==> src/sv/p192_pkg.sv <==
package p192_pkg;

	localparam int NSTG = 11;

	typedef logic [NSTG:1] stg_en_t;

	typedef enum logic [2:0] {
		OP_ADD = 3'd0,
		OP_SUB = 3'd1,
		OP_MUL = 3'd2,
		OP_SQR = 3'd3,
		OP_NEG = 3'd4
	} op_t;

	localparam logic [191:0] P_PRIME =
		192'hFFFFFFFF_FFFFFFFF_FFFFFFFF_FFFFFFFE_FFFFFFFF_FFFFFFFF;
	// 2^192 mod p, also -p mod 2^192
	localparam logic [191:0] K_FOLD =
		192'h00000000_00000000_00000000_00000001_00000000_00000001;

endpackage

==> src/sv/p192_red.sv <==
module p192_red (
	input  logic                  clk,
	input  p192_pkg::stg_en_t     en,
	input  logic [383:0]          c_s6,
	output logic [191:0]          v_s10
);
	import p192_pkg::*;

	logic [193:0] ta_s7;
	logic [63:0]  c5_s7;
	logic [193:0] t_s8;
	logic [192:0] u_s9;

	// low + (c5,c4,c3) + (c4,c3,0), then + (0,c5,c5)
	always_ff @(posedge clk) begin
		if (en[7]) begin
			ta_s7 <= 194'(c_s6[191:0]) + 194'(c_s6[383:192])
				+ 194'({c_s6[319:192], 64'd0});
			c5_s7 <= c_s6[383:320];
		end
	end

	always_ff @(posedge clk) begin
		if (en[8]) begin
			t_s8 <= ta_s7 + 194'({c5_s7, c5_s7});
		end
	end

	// fold the top two bits back as H * (2^64 + 1)
	always_ff @(posedge clk) begin
		if (en[9]) begin
			u_s9 <= 193'(t_s8[191:0]) + 193'({t_s8[193:192], 62'd0, t_s8[193:192]});
		end
	end

	// second wrap cannot carry again: low part is tiny then
	always_ff @(posedge clk) begin
		if (en[10]) begin
			v_s10 <= u_s9[192] ? u_s9[191:0] + K_FOLD : u_s9[191:0];
		end
	end

endmodule

==> config.mk <==
export PLATFORM = sky130hd
export DESIGN_NAME = p192_red
export DESIGN_NICKNAME = d
export VERILOG_FILES = /design/src/sv/p192_pkg.sv /design/src/sv/p192_red.sv
export SDC_FILE = /design/constraint.sdc
export NUM_CORES = 2
export LEC_CHECK = 0
export ABC_AREA = 1
export BUFFER_PORTS_ARGS = -buffer_cell sky130_fd_sc_hd__buf_2
export CAP_MARGIN = 20
export CORE_ASPECT_RATIO = 1.75
export CORE_MARGIN = 1.5
export CORE_UTILIZATION = 50
export CTS_CLUSTER_DIAMETER = 40
export DETAILED_ROUTE_END_ITERATION = 10
export MAX_ROUTING_LAYER = met4
export PLACE_DENSITY = 0.68
export SYNTH_ARGS = -nofsm -noshare
export SYNTH_HDL_FRONTEND = slang
export SYNTH_SLANG_ARGS = --single-unit
==> constraint.sdc <==
create_clock -name clk -period 7 [get_ports clk]
set_input_delay 0.7 -clock clk [delete_from_list [all_inputs] [get_ports clk]]
set_output_delay 0.7 -clock clk [all_outputs]
set_load 0.02 [all_outputs]
==> flow_summary.yaml, run 1 <==
global_routing:
  overflow: 13703
  grt_pass1_vias: 125406
  grt_pass1_wl_um: 1168000
  grt_max_degree: 153
  grt_usage: 0.9044
status:
  outcome: "did not finish"
  tool.error: "[ERROR GRT-0116] Global routing finished with congestion. Check the congestion regions in the DRC Viewer."
  failed_stage: "global routing"
floorplanning:
  initial_core_util: 0.5021
  die_h_um: 556.8
  die_w_um: 319.4
  io-pin-count: 588
  fp-row-count: 203
placement:
  port_buffers: 580
  dp_hpwl_um: 515900
  routabilityCongestion: 1.545
cts:
  cts_resized: 0
  numCtsBuffers: 75
  hold_buffers: 0
  h-tree-depth: 3
  cts-root-buf: "clkbuf_16"
  cts_setup_buffers: 0
  clock-sinks: 837
  cts_buffer_depth: 3
yosys:
  synth-main-ff-cell: "edfxtp_1"
  synth-adder-area-share: 0.08534
  synth-simple-area-share: 0.4237
  synth_top_area_share: 0.2869
  synth_area_mm2: 0.08761
  synth_area_leaders: "edfxtp_1 29%, nand2_1 25%, inv_1 13%, nor2_1 8.0%, ha_1 5.5%"
  syn_nets: 15390
  synth_edf_count: 837
  seq_area_frac_synth: 0.2869
  synth_cell_types: 46
  syn_inst: 14475
  synth_compound_area_frac: 0.02088
  synthMuxAreaShare: 0
  async_reset_ff_frac: 0
  yosys.area_share.xor_xnor: 0.05038
  post-synth-top-area-cell: "edfxtp_1"
  synth_top_family_by_area: "simple AND/OR/NAND/NOR gates"
  yosysWarnings: 0
  avgSynthCellArea_um2: 6.053
  ys_ff_latch: 837
-- per-stage QoR --
| step | hold slack (ps) | std cells | setup slack [ps] | utilization | instance area [µm²] |
|---|---|---|---|---|---|
| 2_1_floorplan | 511.7 | 14475 | 4055 | - | 87610 |
| 3_3_place_gp | 574.3 | 17340 | 1704 | 0.5372 | 93740 |
| 3_5_place_dp | 559.8 | 17342 | 1710 | 0.5373 | 93760 |
| 4_1_cts | 196.9 | 17480 | 2414 | 0.5522 | 96350 |
-- layer usage --
metal,overflow,global-route usage
met4,1902,0.9183
met5,-,-
met3,81,0.5743
met2,11607,1.264
met1,113,0.8073
-- cells in the mapped netlist, drive strengths merged (2+ instances only) --
| cell type | count |
|---|---|
| xor2 | 431 |
| nand4 | 258 |
| fa | 131 |
| nand2 | 5946 |
| a21o | 4 |
| or2 | 6 |
| and2 | 24 |
| nor2 | 1909 |
| buf | 7 |
| nor3 | 254 |
| and3 | 6 |
| a21oi | 269 |
| clkbuf | 10 |
| o21bai | 13 |
| o21a | 2 |
| nand3 | 668 |
| inv | 3079 |
| o21ai | 61 |
| nor3b | 7 |
| xnor2 | 73 |
| nor4 | 73 |
| edfxtp | 837 |
| ha | 388 |
| nand3b | 16 |
-- cells by family after synthesis --
| logic type | after synthesis |
|---|---|
| AOI/OAI and AO/OA | 351 |
| xor gates and xnor gates | 504 |
| adders and majority gates | 519 |
| buffers and inverters | 3097 |
| DFF | 837 |
| and+or+nand+nor | 9167 |
==> run 2: changes to the inputs <==
--- a/config.mk
+++ b/config.mk
@@ -8,13 +8,10 @@
 export ABC_AREA = 1
 export BUFFER_PORTS_ARGS = -buffer_cell sky130_fd_sc_hd__buf_2
 export CAP_MARGIN = 20
-export CORE_ASPECT_RATIO = 1.75
 export CORE_MARGIN = 1.5
-export CORE_UTILIZATION = 50
-export CTS_CLUSTER_DIAMETER = 40
+export CORE_UTILIZATION = 35
 export DETAILED_ROUTE_END_ITERATION = 10
-export MAX_ROUTING_LAYER = met4
-export PLACE_DENSITY = 0.68
+export PLACE_DENSITY_LB_ADDON = 0.15
 export SYNTH_ARGS = -nofsm -noshare
 export SYNTH_HDL_FRONTEND = slang
 export SYNTH_SLANG_ARGS = --single-unit
==> run 2 against run 1 <==
  * The run now ends clean
  * Synthesized cell count is the same
  * Synthesized area is the same
==> flow_summary.yaml, run 2 <==
yosys:
  ys_ff_latch: 837
  synth_area_leaders: "edfxtp_1 29%, nand2_1 25%, inv_1 13%, nor2_1 8.0%, ha_1 5.5%"
  synth_area_mm2: 0.08761
  synth-main-ff-cell: "edfxtp_1"
  avgSynthCellArea_um2: 6.053
  async_reset_ff_frac: 0
  syn_nets: 15390
  syn_inst: 14475
  synth_cell_types: 46
  yosysWarnings: 0
  seq_area_frac_synth: 0.2869
  yosysMostFrequentCell: "nand2_1"
  synthTopCellsByCount: "5922 x nand2_1, 3065 x inv_1, 1861 x nor2_1"
  synth_edf_count: 837
  synth_top_area_share: 0.2869
  post-synth-top-area-cell: "edfxtp_1"
cells_and_area:
  fin_nets: 16116
  postLayoutCoreUtil: 0.3968
  final_common_cell: "nand2_1"
  instances_no_fill: 18624
  fillers: 28331
  top_regs: "t_s8: 194 flops, ta_s7: 194 flops, u_s9: 193 flops"
  final_cell_mix: "5922 x nand2_1, 3064 x inv_1, 1849 x nor2_1"
  drive_above_1_share: 0.06220
  area_growth_pct: 12.62
setup_path:
  critical_path_class: "reg -> reg"
  start_kind: "flop"
  cp.arrival_ps: 5480
  cp_max_fo: 4
  critical-path-max-stage-delay_ps: 680
  cp-end-kind: "flop"
  cp_slowest_cell: "nand3_1"
  critPathMostFrequentCell: "nand2_1"
  required_ps: 7560
  crit_chain: "ha_1, nand2_1, nor2_1, inv_1, nor2_1, inv_1, nor2_1, nand2_1, inv_1, nand2_1, nand3_1, nand2_1, nand3_1, nand2_1"
  critPathTopFamily: "simple AND/OR/NAND/NOR gates"
  cp.buffers_inverters: 3
  r2r_slack_ps: 2080
floorplanning:
  die_h_um: 503.3
  die_w_um: 503.3
  die_area_mm2: 0.2533
  initial_core_util: 0.3523
  io-pin-count: 588
  fp-row-count: 183
  core_region_area_mm2: 0.2487
detailed_routing:
  drt_first_pass_iters: 8
  wl_um: 622300
  vias_per_cell: 5.352
  wl_per_cell_um: 33.41
  antenna_left: 0
  drtIter0Drc: 11515
  drc: 0
  via_count: 99670
timing:
  relSlewSlack: 0.09033
  fin_crit_ps: 4919
  min_period_over_period: 0.7027
  hold_viol: 0
  drv_slew: 0
  finalSetupTns_ps: 0
  final.setup_skew_ps: 42.85
  fmax_mhz: 203.3
  hold-worst-slack_ps: 92.26
  worstMarginPinSlew_ps: 1359
  rsz0062_at_grt: "no"
  setup_viol: 0
placement:
  port_buffers: 580
  routabilityCongestion: 1.194
  dp_hpwl_um: 537600
  dp_cells: 18415
cts:
  cts_resized: 0
  cts_setup_buffers: 0
  clock-sinks: 837
  h-tree-depth: 3
  insertion_delay_ps: 860
  cts_buffer_depth: 3
  cts_tree: "yes"
  clk_pin_slew_ps: 60
  cts-root-buf: "clkbuf_16"
  hold_buffers: 0
  numCtsBuffers: 86
global_routing:
  grt_pass1_vias: 95595
  overflow: 0
  grt_max_degree: 172
  grt_antenna_before_repair: 29
  grt_pass1_wl_um: 833200
  grt_usage: 0.4912
power_and_ir_drop:
  ir_drop_v: 0.0001987
  powerDensity_mw_per_mm2: 276.9
  cellLeakagePower_nw: 50.62
status:
  outcome: "finished, final reports clean"
flow_run:
  cap_violations: 0
hold_path:
  hp-class: "in -> reg"
==> run 2: stage by stage <==
| step | instance area (µm²) | total power (W) | worst slack, ps |
|---|---|---|---|
| after floorplan | 87610 | 0.01451 | 4055 |
| after global placement | 95060 | 0.02118 | 2016 |
| after detailed placement | 95090 | 0.02120 | 1996 |
| after CTS | 98160 | 0.02625 | 2547 |
| after global routing | 98630 | 0.02817 | 2256 |
| final | 98670 | 0.02732 | 2081 |
==> run 2: cell families after synthesis <==
| family | after synthesis | synth area share |
|---|---|---|
| xor gates and xnor gates | 504 | 0.05038 |
| adders and majority gates | 519 | 0.08534 |
| buffers and inverters | 3097 | 0.1328 |
| AOI/OAI and AO/OA | 351 | 0.02088 |
| and+or+nand+nor | 9167 | 0.4237 |
| DFF | 837 | 0.2869 |
==> run 2: worst paths after layout <==
| check | from | endpoint | depth (start not counted) |
|---|---|---|---|
| min reg2reg | u_s9[190]$_DFFE_PP_ | v_s10[190]$_DFFE_PP_ | 1 |
| max reg2reg | c5_s7[28]$_DFFE_PP_ | t_s8[159]$_DFFE_PP_ | 14 |
| min | c_s6[382] | c5_s7[62]$_DFFE_PP_ | 1 |
| max | c5_s7[28]$_DFFE_PP_ | t_s8[159]$_DFFE_PP_ | 14 |
==> run 2: where the power goes <==
group	total, W	switching [W]	internal, W	leakage (nW)
sequential	0.00866	0.00157	0.00709	8.20
clock	0.00514	0.00230	0.00284	1.45
combinational	0.0135	0.0103	0.00318	41.0
total	0.0273	0.0142	0.0131	50.6
==> run 2: area by class of cell <==
class	instances	area (µm²)	share of cell area
Tap cell	3330	4167	0.04223
Multi-Input combinational cell	10541	50920	0.5161
Clock buffer	101	2208	0.02238
Inverter	3080	11560	0.1172
Sequential cell	837	25130	0.2547
Antenna cell	20	50.05	0.0005072
Clock inverter	60	857.1	0.008687
Timing Repair Buffer	655	3764	0.03814
==> run 2: layer usage <==
layer | track usage | vias to the layer above | part of all wire
met4 | 0.6068 | 10 | 0.16
met3 | 0.1072 | 2549 | 0.070
met2 | 0.7972 | 5840 | 0.46
li1 | - | 45459 | -
met5 | 0.001142 | - | 0.00018
met1 | 0.4780 | 45812 | 0.32
Power figures use the tool's default switching activity.
